--- src/hdl/nbgeu_pkg.sv ---
// Shared types and constants for the n-body gravity Euler update core.
`default_nettype none
package nbgeu_pkg;

    localparam int DEFAULT_MAX_BODIES = 512;

    localparam int IDX_W   = 9;
    localparam int POS_W   = 32;
    localparam int VEL_W   = 32;
    localparam int MASS_W  = 24;
    localparam int CNT_W   = 10;
    localparam int SPD_W   = 64;

    localparam int RAD_W   = 66;   // sum of squared distances
    localparam int ROOT_W  = 35;
    localparam int DEN_W   = 105;  // cube of the root
    localparam int NUM_W   = 92;   // m * |D| * 2^35

    localparam logic       REQ_WRITE  = 1'b0;
    localparam logic       REQ_UPDATE = 1'b1;
    localparam logic       CFG_BODY_COUNT = 1'b0;  // register index bit of paddr

    localparam logic [63:0] TERM_MAX = 64'h2000_0000_0000_0000;

    typedef struct packed {
        logic [2:0][POS_W-1:0] pos;
        logic [2:0][VEL_W-1:0] vel;
        logic [MASS_W-1:0]     mass;
    } body_row_t;

    typedef enum logic [3:0] {
        ST_IDLE,
        ST_LOADI,
        ST_FETCH,
        ST_DIFF,
        ST_SUMSQ,
        ST_SQRT,
        ST_CUBE,
        ST_DIV,
        ST_ACC,
        ST_FIN,
        ST_SPD,
        ST_OUT
    } state_t;

endpackage
`default_nettype wire

--- src/hdl/nbgeu_sqrt.sv ---
// Iterative integer square root, one result bit per cycle.
`default_nettype none
module nbgeu_sqrt
    import nbgeu_pkg::*;
(
    input  wire logic              aclk,
    input  wire logic              aresetn,
    input  wire logic              start,
    input  wire logic [RAD_W-1:0]  radicand,
    output logic      [ROOT_W-1:0] root,
    output logic                   done
);

    localparam int SH_W  = 2 * ROOT_W;
    localparam int REM_W = ROOT_W + 3;

    logic [SH_W-1:0]   sh_reg;
    logic [REM_W-1:0]  rem_reg;
    logic [ROOT_W-1:0] root_reg;
    logic [5:0]        cnt_reg;
    logic              busy_reg;
    logic              done_reg;

    logic [REM_W-1:0]  rem_shift;
    logic [REM_W-1:0]  trial;
    logic              fits;

    assign rem_shift = {rem_reg[REM_W-3:0], sh_reg[SH_W-1 -: 2]};
    assign trial     = {1'b0, root_reg, 2'b01};
    assign fits      = rem_shift >= trial;

    always_ff @(posedge aclk) begin
        if (!aresetn) begin
            busy_reg <= 1'b0;
            done_reg <= 1'b0;
            cnt_reg  <= '0;
        end else begin
            done_reg <= 1'b0;
            if (start) begin
                busy_reg <= 1'b1;
                cnt_reg  <= '0;
            end else if (busy_reg) begin
                cnt_reg <= cnt_reg + 6'd1;
                if (cnt_reg == 6'(ROOT_W - 1)) begin
                    busy_reg <= 1'b0;
                    done_reg <= 1'b1;
                end
            end
        end
    end

    always_ff @(posedge aclk) begin
        if (start) begin
            sh_reg   <= SH_W'(radicand);
            rem_reg  <= '0;
            root_reg <= '0;
        end else if (busy_reg) begin
            sh_reg   <= {sh_reg[SH_W-3:0], 2'b00};
            rem_reg  <= fits ? (rem_shift - trial) : rem_shift;
            root_reg <= {root_reg[ROOT_W-2:0], fits};
        end
    end

    assign root = root_reg;
    assign done = done_reg;

endmodule
`default_nettype wire

--- config.mk ---
export PLATFORM = sky130hd
export DESIGN_NAME = nbgeu_sqrt
export DESIGN_NICKNAME = d
export VERILOG_FILES = /design/src/hdl/nbgeu_pkg.sv /design/src/hdl/nbgeu_sqrt.sv
export SDC_FILE = /design/constraint.sdc
export NUM_CORES = 1
export LEC_CHECK = 0
export ABC_CLOCK_PERIOD_IN_PS = 6700
export BUFFER_PORTS_ARGS = -buffer_cell sky130_fd_sc_hd__buf_2
export CAP_MARGIN = 20
export CORE_ASPECT_RATIO = 1.25
export CORE_MARGIN = 1.5
export CORE_UTILIZATION = 63
export DETAILED_ROUTE_END_ITERATION = 8
export HOLD_SLACK_MARGIN = 0.03
export PLACE_DENSITY = 0.89
export SLEW_MARGIN = 20
export SYNTH_ARGS = -nofsm -noshare
export SYNTH_HDL_FRONTEND = slang
export SYNTH_SLANG_ARGS = --single-unit
--- constraint.sdc ---
create_clock -name aclk -period 6.7 [get_ports aclk]
set_input_delay 0.67 -clock aclk [delete_from_list [all_inputs] [get_ports aclk]]
set_output_delay 0.67 -clock aclk [all_outputs]
set_load 0.005 [all_outputs]
==> summary.txt, run 1 <==
CTS
  • Post-CTS Setup Repair Bufs: 0
  • Post-cts sizing count: 0
  • Clock Sinks: 149
  • Hold Buf Count CTS: 0
  • Number of H-tree levels: 4
  • TritonCTS Buffers: 17
  • CTS max path bufs: 2
  • Clk slew on worst S/H paths: 0.07 ns
  • CTS tree: done
  • Clock root buffer: clkbuf_16
  • Clock latency on the worst-skew pair: 0.43 ns

Critical path
  • Top Family by Delay on Critical Path: compound AO/OA/AOI/OAI gates
  • Worst path arrival time: 3.86 ns
  • Setup CP Type: reg2reg
  • CP max-delay cell: o21ai_4
  • Endpoint type of the worst setup path: flop
  • Critical Path Fanout Max: 25
  • Crit path largest cell delay: between 0.6 and 0.7 ns
  • Critical path launch point type: flop
  • Critical-path cell list: inv_1, ha_1, and2_1, nand4_1, o21ba_1, o21ai_1, a211oi_1, o21ai_1, o21ai_4, buf_4, mux2i_1, a211oi_1
  • CP bufs+invs: 2
  • Req. time, crit path: 6.97 ns

Floorplan
  • Die width: 104.5 um
  • FP Rows: 46
  • IO Pins: 105
  • Starting Density: 64.32%
  • Die area: 13560 um^2
  • Total core area: about 13000 um^2
  • Die Span Y: between 100 and 150 um

Logic synthesis
  • Compound-Gate Fraction of Synth Area: 13.80%
  • Mux cell area share after synthesis: 17.01%
  • Register area share after synthesis: 44.94%
  • Post-synth EDFFs: 66
  • Syn_area_per_cell: 10.46 um^2
  • Gate Count Post-Synth: 775
  • Largest family of logic cells by synthesized area: multiplexers
  • Main synth FF type: dfxtp_1
  • Cell area after synthesis: 8108 um^2
  • Synth Register Bits: 149
  • Adder-Cell Fraction of Synth Area: 6.019%
  • Yosys cell types: 64
  • Async S/R FF share, synth: 0%
  • Post-Synth Simple-Gate Area: 9.444%
  • Post-Syn Nets: roughly 880
  • Post-synthesis xor/xnor area fraction: under 10%
  • Synth warn: 0

Global routing
  • Vias in the first global route: between 6k and 7k
  • GRT Overall Usage: approximately 27%
  • Largest net degree at the start of global routing: 75
  • Antenna violations before repair: 0
  • First-pass GRT wire length: just under 30000 um
  • GRT Residual Overflow: 0

Pwr
  • Comb pwr share: roughly 46%
  • Clk pwr share: 24.1%
  • Internal power: 2.343 mW
  • Worst vdd ir: about 0.00026 V
  • Sw frac: 38.79%
  • Switching Power: 1.485 mW
  • Part of the power in registers: a little under a third
  • Power per cell area: 414.2 nW/um^2
  • Leak: 3.846 nW

STA
  • Final setup violation count: 0
  • Fin crit share: 53.55%
  • RSZ-0062 raised after global routing: false
  • Max Slew Vio Count: 0
  • Worst slew margin: between 40 and 50%
  • Maximum clock rate: roughly 0.28 GHz
  • Skew final: roughly 0.0054 ns
  • Minimum clock period: approximately 3.6 ns
  • Setup TNS: 0 ns
  • Worst slew pin tran: 0.8355 ns
  • Final Hold Fails: 0

Placement
  • Half-perimeter wire length after placement: 11560 um
  • Routability cong.: a little under 0.9
  • Port Buffers: 104
  • Area after DPL: 8671 um^2

Routing
  • WL/cell: 16.72 um
  • Via/cell ratio: 5.805
  • Iter 0 DRT Violations: between 300 and 400
  • Number of nets with antenna violations after routing: 0
  • First-pass detailed-route iteration total: 7
  • Routed wire length: 17440 um
  • DRC: 0
  • DR vias: slightly above 6k

Run
  • Max_cap viols: 0

Cells and area
  • Area Overhead vs Synth: 13.98%
  • Fill cells: 866
  • Share of cells above drive strength 1: 25.71%
  • # diodes: 0
  • Fin area: 9241 um^2
  • Max FFs per register: 70
  • Fin nets: between 900 and 1k

Run status
  • Status: complete, no violations

Hold path
  • Worst Hold Class: reg2reg
-- cells in the mapped netlist, drive strengths merged (2+ instances only) --
library cell | n | share of area (%)
o221ai | 2 | 0.22
mux2i | 62 | 7.7
xnor2 | 19 | 2.1
nand3 | 9 | 0.56
clkbuf | 28 | 1.4
o21ai | 28 | 1.7
inv | 48 | 2.2
edfxtp | 66 | 24
or2 | 2 | 0.15
nand4 | 7 | 0.54
nor2 | 89 | 4.2
and2 | 5 | 0.40
a211oi | 35 | 3.3
mux2 | 67 | 9.4
dfxtp | 83 | 20
nor3 | 3 | 0.19
o21bai | 5 | 0.46
o31ai | 2 | 0.19
o22ai | 4 | 0.39
nand2 | 35 | 1.6
nor2b | 3 | 0.23
a31oi | 6 | 0.46
nor3b | 2 | 0.19
o21a | 8 | 0.80
and3 | 5 | 0.40
and2b | 2 | 0.20
buf | 11 | 1.1
xor2 | 17 | 1.8
a41oi | 4 | 0.62
o211ai | 5 | 0.46
ha | 39 | 6.0
or3 | 6 | 0.46
a21o | 18 | 1.7
a21oi | 38 | 2.4
-- metrics by stage --
stage	utilization [%]	setup slack, ns	cells	hold slack, ns	total power, mW
after CTS	73.32	3.159	1043	0.4769	3.821
after floorplan	-	3.727	775	0.4428	2.590
after detailed placement	68.79	3.193	1011	0.4716	2.874
after global routing	73.32	2.890	1043	0.5044	4.065
after global placement	68.79	3.380	1011	0.4658	2.826
final	73.32	3.112	1043	0.4803	3.828
-- tightest hold or removal path, delay by kind of cell, from the launching register on --
family | cells | cell delay [ns]
AND/OR/NAND/NOR | 2 | 0.12
flip-flops | 1 | 0.32
-- per-layer routing --
layer / vias up / routed length, um / GRT usage [%] / part of all wire [%]
li1: 2965 / - / - / -
met1: 2929 / 7073 / 30.12 / 41
met2: 137 / 9211 / 48.57 / 53
met3: 24 / 936 / 7.542 / 5.4
met4: 0 / 214 / 9.886 / 1.2
met5: - / 0 / 0 / 0
-- final timing paths --
check	slack [ns]	depth (start not counted)	end	startpoint
worst max-delay path	3.11	12	rem_reg[14]$_SDFFE_PP0P_	root[5]$_SDFFE_PP0P_
worst min-delay path	0.48	2	done$_SDFF_PP0_	cnt_reg[5]$_SDFFE_PP0P_
worst max register to register	3.11	12	rem_reg[14]$_SDFFE_PP0P_	root[5]$_SDFFE_PP0P_
worst min register to register	0.48	2	done$_SDFF_PP0_	cnt_reg[5]$_SDFFE_PP0P_
-- area by class of cell --
cell class              count  area, um^2  share of cell area, %
clock buffers              18       429.2                  4.644
clock inverters            14       141.4                  1.530
repair buffers            108       553.0                  5.984
flip-flops and latches    149        3647                  39.47
multi-input cells         538        4080                  44.15
inverters                  48       180.2                  1.950
well taps                 168       210.2                  2.275
-- power by group through the flow --
stage	Sequential, mW	Combinational, mW	Clock (mW)
after floorplan	1.14	1.45	0
after global placement	1.16	1.66	0
after detailed placement	1.17	1.71	0
after CTS	1.15	1.74	0.933
after global routing	1.16	1.93	0.968
final	1.15	1.75	0.923
-- cell families after synthesis --
group	Yosys count
simple gates	172
compound gates	162
flops	149
mux	129
buf+inv	88
fa+ha+maj	39
xor+xnor	36
-- placed cells by master (no fill, tap or decap), types with 19 or more instances in the layout --
cell type,instances
a211oi_1,34
inv_1,48
mux2i_1,62
a21oi_1,37
dfxtp_1,82
nor2_1,88
ha_1,39
buf_2,103
xnor2_1,19
mux2_2,64
edfxtp_1,66
nand2_1,34
(Power assumes the default switching activity.)
==> run 2, diff against run 1 <==
Settings changed: ABC_CLOCK_PERIOD_IN_PS 6700 to 3500, CORE_UTILIZATION 63 to 58, PLACE_DENSITY 0.89 to 0.83.
Clock period 6.7 ns to 3.5 ns, I/O delays scaled along.
==> run 2 against run 1 <==
Against the previous run:
- largest cell class unchanged
- design area grew 0.51%
- critical endpoint is now rem_reg[2]$_SDFFE_PP0P_
- sequential power grew 91%
- register-to-register slack lost 2.8 ns
- non-clock buffer count grew 4
==> summary.txt, run 2 (synthesis gave the netlist of run 1 again) <==
Global routing
  • Met3 Use GR: 7.071% (-0.47 points)
  • Met2 usage: 39.90% (-8.7 points)
  • Largest net degree at the start of global routing: 143 (+91%)
  • GRT Max-Usage Layer: met2
  • Vias in the first global route: 5846 (-4.4%)
  • Met1 Usage GRT: 27.97% (-2.1 points)
  • GRT Residual Overflow: 0 (unchanged)
  • Antenna violations before repair: 0 (unchanged)
  • GRT Overall Usage: 23.43% (-3.3 points)
  • First-pass GRT wire length: 27280 um (-5.3%)

Floorplan
  • Total core area: 13750 um^2 (+9.1%)
  • FP Rows: 48 (+4.3%)
  • IO Pins: 105 (unchanged)
  • Die Span Y: 135.2 um (+4.1%)
  • Die width: 108.8 um (+4.1%)
  • Die area: 14700 um^2 (+8.4%)
  • Starting Density: 58.95% (-5.4 points)

STA
  • Fin crit share: 91.22% (+38 points)
  • Skew final: 0.006362 ns (+0.001002 ns)
  • Final Hold Fails: 0 (unchanged)
  • Minimum clock period: 3.193 ns (-0.3948 ns)
  • Setup TNS: 0 ns (unchanged)
  • Worst slew margin: 44.82% (+0.52 points)
  • Maximum clock rate: 0.3132 GHz (+12%)
  • Final setup violation count: 0 (unchanged)
  • Max Slew Vio Count: 0 (unchanged)
  • Worst slew pin tran: 0.8278 ns (-0.007758 ns)
  • RSZ-0062 raised after global routing: false

Critical path
  • Req. time, crit path: 3.78 ns (-3.19 ns)
  • Endpoint type of the worst setup path: flop
  • Setup CP Type: reg2reg
  • Worst path arrival time: 3.47 ns (-0.39 ns)
  • Critical Path Fanout Max: 13 (-48%)
  • Critical path launch point type: flop

Run status
  • Status: complete, no violations

CTS
  • Clock root buffer: clkbuf_16
  • Number of H-tree levels: 4 (unchanged)
  • Hold Buf Count CTS: 0 (unchanged)
  • Post-cts sizing count: 0 (unchanged)
  • Clock latency on the worst-skew pair: 0.43 ns (about the same)
  • Clock Sinks: 149 (unchanged)
  • Post-CTS Setup Repair Bufs: 0 (unchanged)
  • Clk slew on worst S/H paths: 0.06 ns (about the same)
  • CTS max path bufs: 2 (unchanged)
  • CTS tree: done
  • TritonCTS Buffers: 17 (unchanged)

Placement
  • Half-perimeter wire length after placement: 11150 um (-3.5%)
  • Routability cong.: 0.8785 (+0.58%)
  • Port Buffers: 104 (unchanged)

Cells and area
  • Max FFs per register: 70 (unchanged)
  • Fill cells: 1068 (+23%)
  • Area Overhead vs Synth: 14.57%
  • Most frequent cells in the layout: buf_2, nor2_1, dfxtp_1
  • Fin nets: 974 (+0.41%)
  • Most common cell after layout, fill and taps aside: buf_2
  • Share of cells above drive strength 1: 25.85% (+0.14 points)
  • # diodes: 0 (unchanged)

Pwr
  • Leak: 3.868 nW (+0.57%)
  • Power per cell area: 795.3 nW/um^2 (+92%)
  • Worst vdd ir: 0.0006571 V (+150%)
  • Design Power: 7.387 mW (+93%)

Routing
  • Routed wire length: 16440 um (-5.7%)
  • Iter 0 DRT Violations: 322 (+1.3%)
  • Number of nets with antenna violations after routing: 0 (unchanged)
  • DRC: 0 (unchanged)
  • Via/cell ratio: 5.729 (-1.3%)
  • First-pass detailed-route iteration total: 5 (-2)
  • WL/cell: 15.61 um (-6.6%)
  • DR vias: 6033 (-0.36%)

Hold path
  • Worst Hold Class: in2reg

Run
  • Max_cap viols: 0 (unchanged)
run 2: routing by layer:
| metal | vias to the layer above | wire, um |
|---|---|---|
| met4 | 0 | 313 |
| li1 | 2979 | - |
| met3 | 30 | 964 |
| met1 | 2865 | 6887 |
| met2 | 159 | 8276 |
| met5 | - | 0 |
run 2: path summary, 6_finish.rpt:
check             cells past startpoint                       end  slack, ns                     start
hold / removal                        2       busy_reg$_SDFF_PN0_       0.15                   aresetn
setup reg to reg                     12   rem_reg[2]$_SDFFE_PP0P_       0.31      root[5]$_SDFFE_PP0P_
setup / recovery                     12   rem_reg[2]$_SDFFE_PP0P_       0.31      root[5]$_SDFFE_PP0P_
hold reg to reg                       2  rem_reg[34]$_SDFFE_PP0P_       0.47  rem_reg[34]$_SDFFE_PP0P_
run 2: through the flow:
stage	hold slack (ns)	utilization [%]	setup WS, ns	std cells	area [um^2]
after global routing	0.1503	67.54	0.1222	1053	9289
after global placement	0.4598	63.51	0.3270	1022	8735
after CTS	0.1396	67.54	0.3030	1053	9289
final	0.1478	67.54	0.3072	1053	9289
after detailed placement	0.4615	63.51	0.3287	1022	8735
after floorplan	0.4428	-	0.7722	775	8108
run 2: layout make-up:
| cell class | count | area (um^2) | share of cell area [%] |
|---|---|---|---|
| multi-input combinational | 538 | 4080 | 43.93 |
| clock inverter | 14 | 128.9 | 1.387 |
| inverter | 48 | 180.2 | 1.940 |
| sequential | 149 | 3647 | 39.26 |
| timing repair buffer | 112 | 608.1 | 6.546 |
| clock buffer | 17 | 425.4 | 4.580 |
| tap | 175 | 219.0 | 2.357 |
run 2: worst max-delay path: stages (launching register included):
cell and delay, ns:
dfxtp_1 0.36, inv_1 0.06, ha_1 0.36, and2_1 0.17
nand4_1 0.14, o21ba_1 0.28, o21ai_1 0.08, a211oi_1 0.35
o21ai_1 0.21, o21ai_4 0.42, buf_4 0.30, mux2i_1 0.22
a211oi_1 0.09
run 2: report_power, final:
part	switching (mW)	internal (mW)	total, mW
sequential	0.144	2.05	2.20
combinational	1.87	1.58	3.46
clock	0.756	0.980	1.74
total	2.77	4.62	7.39
