[src/hdl/nbgeu_pkg.sv]
// Shared types and constants for the n-body gravity Euler update core.
`default_nettype none
package nbgeu_pkg;

    localparam int DEFAULT_MAX_BODIES = 512;

    localparam int IDX_W   = 9;
    localparam int POS_W   = 32;
    localparam int VEL_W   = 32;
    localparam int MASS_W  = 24;
    localparam int CNT_W   = 10;
    localparam int SPD_W   = 64;

    localparam int RAD_W   = 66;   // sum of squared distances
    localparam int ROOT_W  = 35;
    localparam int DEN_W   = 105;  // cube of the root
    localparam int NUM_W   = 92;   // m * |D| * 2^35

    localparam logic       REQ_WRITE  = 1'b0;
    localparam logic       REQ_UPDATE = 1'b1;
    localparam logic       CFG_BODY_COUNT = 1'b0;  // register index bit of paddr

    localparam logic [63:0] TERM_MAX = 64'h2000_0000_0000_0000;

    typedef struct packed {
        logic [2:0][POS_W-1:0] pos;
        logic [2:0][VEL_W-1:0] vel;
        logic [MASS_W-1:0]     mass;
    } body_row_t;

    typedef enum logic [3:0] {
        ST_IDLE,
        ST_LOADI,
        ST_FETCH,
        ST_DIFF,
        ST_SUMSQ,
        ST_SQRT,
        ST_CUBE,
        ST_DIV,
        ST_ACC,
        ST_FIN,
        ST_SPD,
        ST_OUT
    } state_t;

endpackage
`default_nettype wire

[src/hdl/nbgeu_div.sv]
// Restoring divider, one quotient bit per cycle.
`default_nettype none
module nbgeu_div
    import nbgeu_pkg::*;
(
    input  wire logic             aclk,
    input  wire logic             aresetn,
    input  wire logic             start,
    input  wire logic [NUM_W-1:0] num,
    input  wire logic [DEN_W-1:0] den,
    output logic      [NUM_W-1:0] quot,
    output logic                  done
);

    localparam int REM_W = DEN_W + 1;

    logic [NUM_W-1:0] n_reg;
    logic [NUM_W-1:0] q_reg;
    logic [REM_W-1:0] rem_reg;
    logic [DEN_W-1:0] d_reg;
    logic [6:0]       cnt_reg;
    logic             busy_reg;
    logic             done_reg;

    logic [REM_W-1:0] rem_shift;
    logic             fits;

    assign rem_shift = {rem_reg[REM_W-2:0], n_reg[NUM_W-1]};
    assign fits      = rem_shift >= {1'b0, d_reg};

    always_ff @(posedge aclk) begin
        if (!aresetn) begin
            busy_reg <= 1'b0;
            done_reg <= 1'b0;
            cnt_reg  <= '0;
        end else begin
            done_reg <= 1'b0;
            if (start) begin
                busy_reg <= 1'b1;
                cnt_reg  <= '0;
            end else if (busy_reg) begin
                cnt_reg <= cnt_reg + 7'd1;
                if (cnt_reg == 7'(NUM_W - 1)) begin
                    busy_reg <= 1'b0;
                    done_reg <= 1'b1;
                end
            end
        end
    end

    always_ff @(posedge aclk) begin
        if (start) begin
            n_reg   <= num;
            d_reg   <= den;
            q_reg   <= '0;
            rem_reg <= '0;
        end else if (busy_reg) begin
            n_reg   <= {n_reg[NUM_W-2:0], 1'b0};
            rem_reg <= fits ? (rem_shift - {1'b0, d_reg}) : rem_shift;
            q_reg   <= {q_reg[NUM_W-2:0], fits};
        end
    end

    assign quot = q_reg;
    assign done = done_reg;

endmodule
`default_nettype wire

[config.mk]
export PLATFORM = sky130hd
export DESIGN_NAME = nbgeu_div
export DESIGN_NICKNAME = d
export VERILOG_FILES = /design/src/hdl/nbgeu_pkg.sv /design/src/hdl/nbgeu_div.sv
export SDC_FILE = /design/constraint.sdc
export NUM_CORES = 1
export LEC_CHECK = 0
export ABC_AREA = 1
export BUFFER_PORTS_ARGS = -buffer_cell sky130_fd_sc_hd__buf_2
export CAP_MARGIN = 0
export CORE_MARGIN = 10
export CORE_UTILIZATION = 30
export CTS_CLUSTER_DIAMETER = 30
export DETAILED_ROUTE_END_ITERATION = 10
export GPL_ROUTABILITY_DRIVEN = 0
export GPL_TIMING_DRIVEN = 0
export SLEW_MARGIN = 20
export SYNTH_ARGS = -nofsm -noshare
export SYNTH_HDL_FRONTEND = slang
export SYNTH_SLANG_ARGS = --single-unit
[constraint.sdc]
create_clock -name aclk -period 4 [get_ports aclk]
set_clock_uncertainty 0.2 [all_clocks]
set_input_delay 0.2 -clock aclk [delete_from_list [all_inputs] [get_ports aclk]]
set_output_delay 0.2 -clock aclk [all_outputs]
set_load 0.005 [all_outputs]
==> impl_results.md, run 1 <==
- Result of the run: finished, final reports clean
- Data arrival time of the critical path: 4310 ps
- Leak pwr: 17.3 nW
- CP max stage cell: sky130_fd_sc_hd__ha_1
- Number of rows created at floorplan: 107
- Portion of the post-synthesis area used by sequential elements: 39.3%
- DP HPWL: 75.8 mm
- Cell depth of the worst flop-to-flop path: 16
- Wire per inst: 16.9 um
- Vias in the first global route: 26.4k
- Clock Sinks: 403
- Synth Cell Area: 25,600 um^2
- Gate Count Post-Synth: 3,862
- Synthesis Warnings: 0
- Critical path start-end classification: flip-flop to flip-flop
- Clk Latency, worst-skew pair: 670 ps
- Classification of the worst-slack hold path: input pin to flip-flop
- Combinational family with the most area after synthesis: simple AND/OR/NAND/NOR gates
- Number of levels the H-tree was split into: 3
- Startpoint type of the worst setup path: flip-flop
- Post-Syn Nets: 4,169
- Core outline area: 84,900 um^2
- TritonCTS clock tree: yes
- Clock root buffer master: sky130_fd_sc_hd__clkbuf_16
- Number of I/O pins: 293
- Worst setup EP type: flip-flop
- Share of cells above drive strength 1: 11.6%
- Async set or reset register ratio after synthesis: 0%
- Die ar.: 97,300 um^2
- Via density per instance: 4.72
- Final Max Slew Viols: 0
- Mux contribution to synthesized area: 0%
- Count of max-cap constraint violations: 0
- Data required time of the worst path: 4340 ps
- Final setup vio count: 0
- Slew margin rel.: 29.3%
- Fraction of synthesized cell area in xor and xnor cells: 1.95%
- Total routing usage reported by global routing: 19.2%
- Antenna violations before repair: 7
- Critical-path maximum fanout: 10
- Pwr dens: 410 nW/um^2
- Port-buffer cells: 292
- Area overhead of the layout relative to synthesis: 33.2%
- Cell type with the highest occurrence count on the critical path: sky130_fd_sc_hd__nand2_1
- CTS Buf Count: 102
- Register cell area after layout: 10,000 um^2
- Chip Width: 312 um
- Fmax: 252 MHz
- Mapped Avg Cell Area: 6.62 um^2
- Area used by multi-input combinational logic: 12,500 um^2
- Maximum vdd drop: 0.398 mV
- Total Wirelength: 96.5 mm
- Number of endpoints with negative hold slack in the final report: 0
- Total design power: 14.0 mW
- Sequence of cells on the critical path: inv_1, ha_1, nand2_1, nor2_2, nand2_1, nor2_1, nand2_1, nor3_2, nand3_2, nand4_2, buf_6, buf_4, buf_2, nand2_1, o211ai_1, nand2_1
- Number of enable flip-flop cells after synthesis: 197
- Setup repair after global routing missed its margin: false
- Share of the cycle needed by the critical path after routing: 99.2%
- Share of the synthesized area in compound gates (AO/OA/AOI/OAI): 8.42%
- Die Span Y: 312 um
- First-pass iteration count of the detailed router: 6
- Iteration-0 DRC count of the detailed router: 2,189
- Final worst path period need: 3970 ps
- Yosys top cell area share: 23.1%
- Crit path largest cell delay: 450 ps
- Leading cell types by total area after synthesis: sky130_fd_sc_hd__edfxtp_1, sky130_fd_sc_hd__nand2_1, sky130_fd_sc_hd__dfxtp_1, sky130_fd_sc_hd__inv_1, sky130_fd_sc_hd__ha_1
- Library cells used by synthesis: 39
- Flop-to-flop setup slack: 30 ps
- Min setup slack post-route: 32.9 ps
- Slew of the pin with the lowest slew margin: 1060 ps
- First-pass GRT wire length: 147 mm
- Register clock-pin slew on the reported worst setup and hold paths: 40 ps
- Hold depth: 2
- Pre-CTS setup slack: 90.8 ps
- Count of fill cells added during filler insertion: 8,965
- Fraction of the mapped netlist area in adder cells: 5.26%
- DRC Markers: 0
- Main flop type after synthesis: sky130_fd_sc_hd__dfxtp_1
- Number of register bits inferred by synthesis: 403
- Antenna-violating nets left: 0
- Remaining global-route overflow: 0
- Cell taking the most area after synthesis: sky130_fd_sc_hd__edfxtp_1
- Setup fix buffers added after clock tree synthesis: 0
- Detailed-route via count: 26.9k
- Maximum number of pins on one net before global-route repair: 95
- Nets@finish: 4,766
- Post-synthesis share of cell area spent on and, or, nand and nor gates: 33.2%
- Max clock buf depth: 3
- Initial standard-cell utilization of the core: 30.1%
[through the flow]
step	hold slack, ps	std cells	utilization (%)	TNS, ps	instance area, um^2
3_5_place_dp	178	5300	33.6	0	28500
5_1_grt	49.1	5693	40.1	0	34100
2_1_floorplan	98.9	3862	-	0	25600
6_report	55.5	5695	40.1	0	34100
3_3_place_gp	177	5298	33.5	-370220	28500
4_1_cts	9.55	5689	40.1	0	34100
[where the power goes]
group	switching [mW]	total (mW)	internal (mW)	leakage (nW)
logic	0.724	1.16	0.436	12.0
registers	0.0514	4.61	4.56	3.63
clock network	2.67	8.21	5.54	1.69
total	3.45	14.0	10.5	17.3
[final timing paths]
path | endpoint | from
hold / removal | d_reg[11] | den[11]
setup / recovery | rem_reg[20] | d_reg[80]
hold reg to reg | quot[91] | quot[91]
setup reg to reg | rem_reg[20] | d_reg[80]
[what timing repair did]
action	CTS	global route
hold buffers	199	0
resized for setup	0	4
endpoints found under the setup margin	0	39
hold endpoints to repair	252	0
[layout by cell type (no fill, tap or decap), types with 10 or more instances in the layout]
master	count
sky130_fd_sc_hd__a21oi_1	158
sky130_fd_sc_hd__buf_2	307
sky130_fd_sc_hd__clkbuf_1	78
sky130_fd_sc_hd__clkbuf_16	106
sky130_fd_sc_hd__clkbuf_8	11
sky130_fd_sc_hd__clkinv_2	15
sky130_fd_sc_hd__clkinvlp_4	13
sky130_fd_sc_hd__dfxtp_1	206
sky130_fd_sc_hd__dlygate4sd3_1	199
sky130_fd_sc_hd__edfxtp_1	197
sky130_fd_sc_hd__ha_1	106
sky130_fd_sc_hd__inv_1	697
sky130_fd_sc_hd__nand2_1	1494
sky130_fd_sc_hd__nand3_1	123
sky130_fd_sc_hd__nand3b_1	10
sky130_fd_sc_hd__nand4_1	73
sky130_fd_sc_hd__nor2_1	341
sky130_fd_sc_hd__nor2_2	13
sky130_fd_sc_hd__nor3_1	24
sky130_fd_sc_hd__o211ai_1	21
sky130_fd_sc_hd__o21ai_0	79
sky130_fd_sc_hd__o21bai_1	29
sky130_fd_sc_hd__o22ai_1	90
sky130_fd_sc_hd__xnor2_1	49
[Yosys cell counts (3+ instances only)]
| cell | number |
|---|---|
| sky130_fd_sc_hd__o22ai_1 | 90 |
| sky130_fd_sc_hd__xnor2_1 | 49 |
| sky130_fd_sc_hd__buf_6 | 3 |
| sky130_fd_sc_hd__buf_2 | 16 |
| sky130_fd_sc_hd__nor3b_1 | 4 |
| sky130_fd_sc_hd__buf_1 | 5 |
| sky130_fd_sc_hd__nor3_2 | 4 |
| sky130_fd_sc_hd__nand3_1 | 123 |
| sky130_fd_sc_hd__nand2_1 | 1494 |
| sky130_fd_sc_hd__o21bai_1 | 29 |
| sky130_fd_sc_hd__o211ai_1 | 21 |
| sky130_fd_sc_hd__nand4_1 | 73 |
| sky130_fd_sc_hd__nor3_1 | 25 |
| sky130_fd_sc_hd__edfxtp_1 | 197 |
| sky130_fd_sc_hd__nor2_2 | 12 |
| sky130_fd_sc_hd__xor2_1 | 8 |
| sky130_fd_sc_hd__nor4_1 | 7 |
| sky130_fd_sc_hd__dfxtp_1 | 206 |
| sky130_fd_sc_hd__ha_1 | 106 |
| sky130_fd_sc_hd__clkbuf_1 | 69 |
| sky130_fd_sc_hd__o21ai_0 | 79 |
| sky130_fd_sc_hd__nand3b_1 | 10 |
| sky130_fd_sc_hd__nor2_1 | 342 |
| sky130_fd_sc_hd__inv_1 | 697 |
| sky130_fd_sc_hd__a21boi_0 | 3 |
| sky130_fd_sc_hd__and2_1 | 4 |
| sky130_fd_sc_hd__a21oi_1 | 158 |
| sky130_fd_sc_hd__or2_2 | 9 |
| sky130_fd_sc_hd__inv_2 | 9 |
[worst max-delay path: cells and delay by family, from the launching register on]
family,cells,cell delay [ps]
AND/OR/NAND/NOR,10,1930
flip-flops,1,330
AO/OA/AOI/OAI,1,100
buffers and inverters,4,830
adder cells (fa/ha/maj),1,450
[kinds of logic (layout without fill, tap and decap cells)]
group	after synthesis	in the layout
adders and majority gates	107	107
DFF	403	403
other	0	6
xor gates and xnor gates	57	57
buffers and inverters	801	1484
AOI/OAI and AO/OA	381	381
and+or+nand+nor	2113	2113
[cell type report]
type | instances | share of cell area, %
inverters | 707 | 7.79
repair buffers | 493 | 10.3
clock buffers | 127 | 8.31
diodes | 6 | 0.0441
well taps | 1144 | 4.20
clock inverters | 63 | 2.02
flip-flops and latches | 403 | 29.5
plain buffers | 94 | 1.20
multi-input cells | 2658 | 36.7
[layer usage]
layer	part of all wire, %	GRT usage (%)
met1	42	24.0
met2	44	30.6
met3	8.9	4.36
met4	5.1	9.77
met5	0.010	0
(Power assumes the default switching activity.)
==> inputs of run 2 (changes only) <==
--- a/config.mk
+++ b/config.mk
@@ -8,12 +8,14 @@
 export ABC_AREA = 1
 export BUFFER_PORTS_ARGS = -buffer_cell sky130_fd_sc_hd__buf_2
 export CAP_MARGIN = 0
+export CORE_ASPECT_RATIO = 0.9
 export CORE_MARGIN = 10
 export CORE_UTILIZATION = 30
 export CTS_CLUSTER_DIAMETER = 30
 export DETAILED_ROUTE_END_ITERATION = 10
 export GPL_ROUTABILITY_DRIVEN = 0
 export GPL_TIMING_DRIVEN = 0
+export MAX_ROUTING_LAYER = met4
 export SLEW_MARGIN = 20
 export SYNTH_ARGS = -nofsm -noshare
 export SYNTH_HDL_FRONTEND = slang
==> impl_results.md, run 2 (synthesis results as in run 1) <==
- Hold depth: 2 (unchanged)
- Data required time of the worst path: 4390 ps (was 4340 ps)
- Number of rows created at floorplan: 101 (was 107)
- Chip Width: 328 um (was 312 um)
- Core outline area: 84,400 um^2 (was 84,900 um^2)
- CTS Buf Count: 105 (was 102)
- Leak pwr: 17.5 nW (was 17.3 nW)
- Final worst path period need: 3930 ps (was 3970 ps)
- Wire per inst: 16.9 um (about the same)
- First-pass iteration count of the detailed router: 8 (was 6)
- Number of levels the H-tree was split into: 3 (unchanged)
- Critical-path maximum fanout: 10 (unchanged)
- Area overhead of the layout relative to synthesis: 34.4% (was 33.2%)
- Area used by multi-input combinational logic: 12,500 um^2 (about the same)
- Final Max Slew Viols: 0 (unchanged)
- Total routing usage reported by global routing: 19.6% (was 19.2%)
- Register cell area after layout: 10,000 um^2 (unchanged)
- Setup repair after global routing missed its margin: false (unchanged)
- Most used cells in the layout excluding fill and tap cells: sky130_fd_sc_hd__nand2_1, sky130_fd_sc_hd__inv_1, sky130_fd_sc_hd__nor2_1 (unchanged)
- Placed inst area: 28,500 um^2 (about the same)
- Fmax: 255 MHz (was 252 MHz)
- Die ar.: 97,300 um^2 (about the same)
- Via density per instance: 4.71 (was 4.72)
- Cell depth of the worst flop-to-flop path: 16 (unchanged)
- Vias in the first global route: 25.8k (was 26.4k)
- Critical path start-end classification: flip-flop to flip-flop (unchanged)
- Clock root buffer master: sky130_fd_sc_hd__clkbuf_16 (unchanged)
- Count of max-cap constraint violations: 0 (unchanged)
- Cell Count Post-Placement: 5,289 (was 5,300)
- Post-route cell area: 34,400 um^2 (was 34,100 um^2)
- Post-Route Setup TNS: 0 ps (unchanged)
- Clk Latency, worst-skew pair: 700 ps (was 670 ps)
- Die Span Y: 297 um (was 312 um)
- Share of the cycle needed by the critical path after routing: 98.2% (was 99.2%)
- Detailed-route via count: 26.8k (was 26.9k)
- Startpoint type of the worst setup path: flip-flop (unchanged)
- First-pass GRT wire length: 146 mm (was 147 mm)
- TritonCTS clock tree: yes (unchanged)
- Antenna violations before repair: 13 (was 7)
- Count of fill cells added during filler insertion: 9,012 (was 8,965)
- Data arrival time of the critical path: 4320 ps (was 4310 ps)
- Clock Sinks: 403 (unchanged)
- Final standard cell utilization of the core: 40.7% (was 40.1%)
- DP HPWL: 75.9 mm (was 75.8 mm)
- Pwr dens: 425 nW/um^2 (was 410 nW/um^2)
- Initial standard-cell utilization of the core: 30.3% (was 30.1%)
- Total design power: 14.6 mW (was 14.0 mW)
- Maximum number of pins on one net before global-route repair: 73 (was 95)
- Slew of the pin with the lowest slew margin: 1030 ps (was 1060 ps)
- Total Wirelength: 96.4 mm (was 96.5 mm)
- Antenna-violating nets left: 0 (unchanged)
- Cell Count, Final, Fillers Out: 5,701 (was 5,695)
- Max clock buf depth: 3 (unchanged)
- Share of cells above drive strength 1: 11.6% (about the same)
- Classification of the worst-slack hold path: input pin to flip-flop (unchanged)
- DRC Markers: 0 (unchanged)
- Slew margin rel.: 31.1% (was 29.3%)
- Worst setup EP type: flip-flop (unchanged)
- Result of the run: finished, final reports clean (unchanged)
- Port-buffer cells: 292 (unchanged)
- Iteration-0 DRC count of the detailed router: 2,417 (was 2,189)
- Number of I/O pins: 293 (unchanged)
- Number of endpoints with negative hold slack in the final report: 0 (unchanged)
- Register clock-pin slew on the reported worst setup and hold paths: 50 ps (was 40 ps)
- Most common cell after layout, fill and taps aside: sky130_fd_sc_hd__nand2_1 (unchanged)
- Final setup vio count: 0 (unchanged)
- Maximum vdd drop: 0.401 mV (was 0.398 mV)
- Remaining global-route overflow: 0 (unchanged)
- Nets@finish: 4,769 (was 4,766)
[run 2: changes by cell type in the layout (fill, tap and decap cells not counted), moves of 5 or more]
cell / delta
sky130_fd_sc_hd__diode_2: +8
sky130_fd_sc_hd__clkbuf_1: +7
sky130_fd_sc_hd__clkinvlp_4: -8
sky130_fd_sc_hd__inv_4: -5
sky130_fd_sc_hd__bufinv_16: +6
[run 2: timing repair]
item	in CTS	in global routing
buffers inserted	0	0
setup endpoints to repair	0	23
gates resized for setup	0	7
hold buffers	199	0
hold endpoints to repair	258	0
[run 2: report_power, final]
group	switching [mW]	internal, mW
logic	0.722	0.436
clock network	2.74	6.09
registers	0.0533	4.56
total	3.52	11.1
[run 2: final timing paths]
path | from | end | slack (ps)
worst min register to register | quot[21] | quot[22] | 250
worst max register to register | d_reg[80] | rem_reg[76] | 70
worst min-delay path | den[55] | d_reg[55] | 50
worst max-delay path | d_reg[80] | rem_reg[76] | 70
[run 2: per-stage QoR]
| step | worst slack (ps) | hold slack, ps |
|---|---|---|
| 2_1_floorplan | 1360 | 98.9 |
| 3_3_place_gp | -1970 | 178 |
| 3_5_place_dp | 76.0 | 178 |
| 4_1_cts | 105 | 24.9 |
| 5_1_grt | 53.9 | 47.4 |
| 6_report | 72.9 | 54.5 |
[run 2: layout make-up]
class	count	area share, %
antenna	14	0.102
buffer	94	1.19
clock buffer	137	8.57
clock inverter	62	2.47
inverter	707	7.72
multi-input combinational	2658	36.4
sequential	403	29.2
tap	1133	4.12
timing repair buffer	493	10.2
[run 2: critical path, cell delays in order (launching register included)]
cell	delay (ps)
sky130_fd_sc_hd__edfxtp_1	330
sky130_fd_sc_hd__inv_1	60
sky130_fd_sc_hd__ha_1	470
sky130_fd_sc_hd__nand2_1	230
sky130_fd_sc_hd__nor2_2	260
sky130_fd_sc_hd__nand2_1	160
sky130_fd_sc_hd__nor2_1	160
sky130_fd_sc_hd__nand2_1	150
sky130_fd_sc_hd__nor3_2	280
sky130_fd_sc_hd__nand3_4	230
sky130_fd_sc_hd__nand4_2	190
sky130_fd_sc_hd__buf_6	200
sky130_fd_sc_hd__nand2_2	90
sky130_fd_sc_hd__buf_2	260
sky130_fd_sc_hd__nor2_1	420
sky130_fd_sc_hd__nor2_1	70
sky130_fd_sc_hd__nor2_1	90
[run 2: metal layers]
layer / GRT usage [%] / wire length (um) / up-vias
met1: 25.3 / 41500 / 12206
met4: 7.21 / 3630 / 0
met3: 5.15 / 9960 / 222
met2: 28.9 / 41300 / 1126
met5: - / 0 / -
li1: - / - / 13288
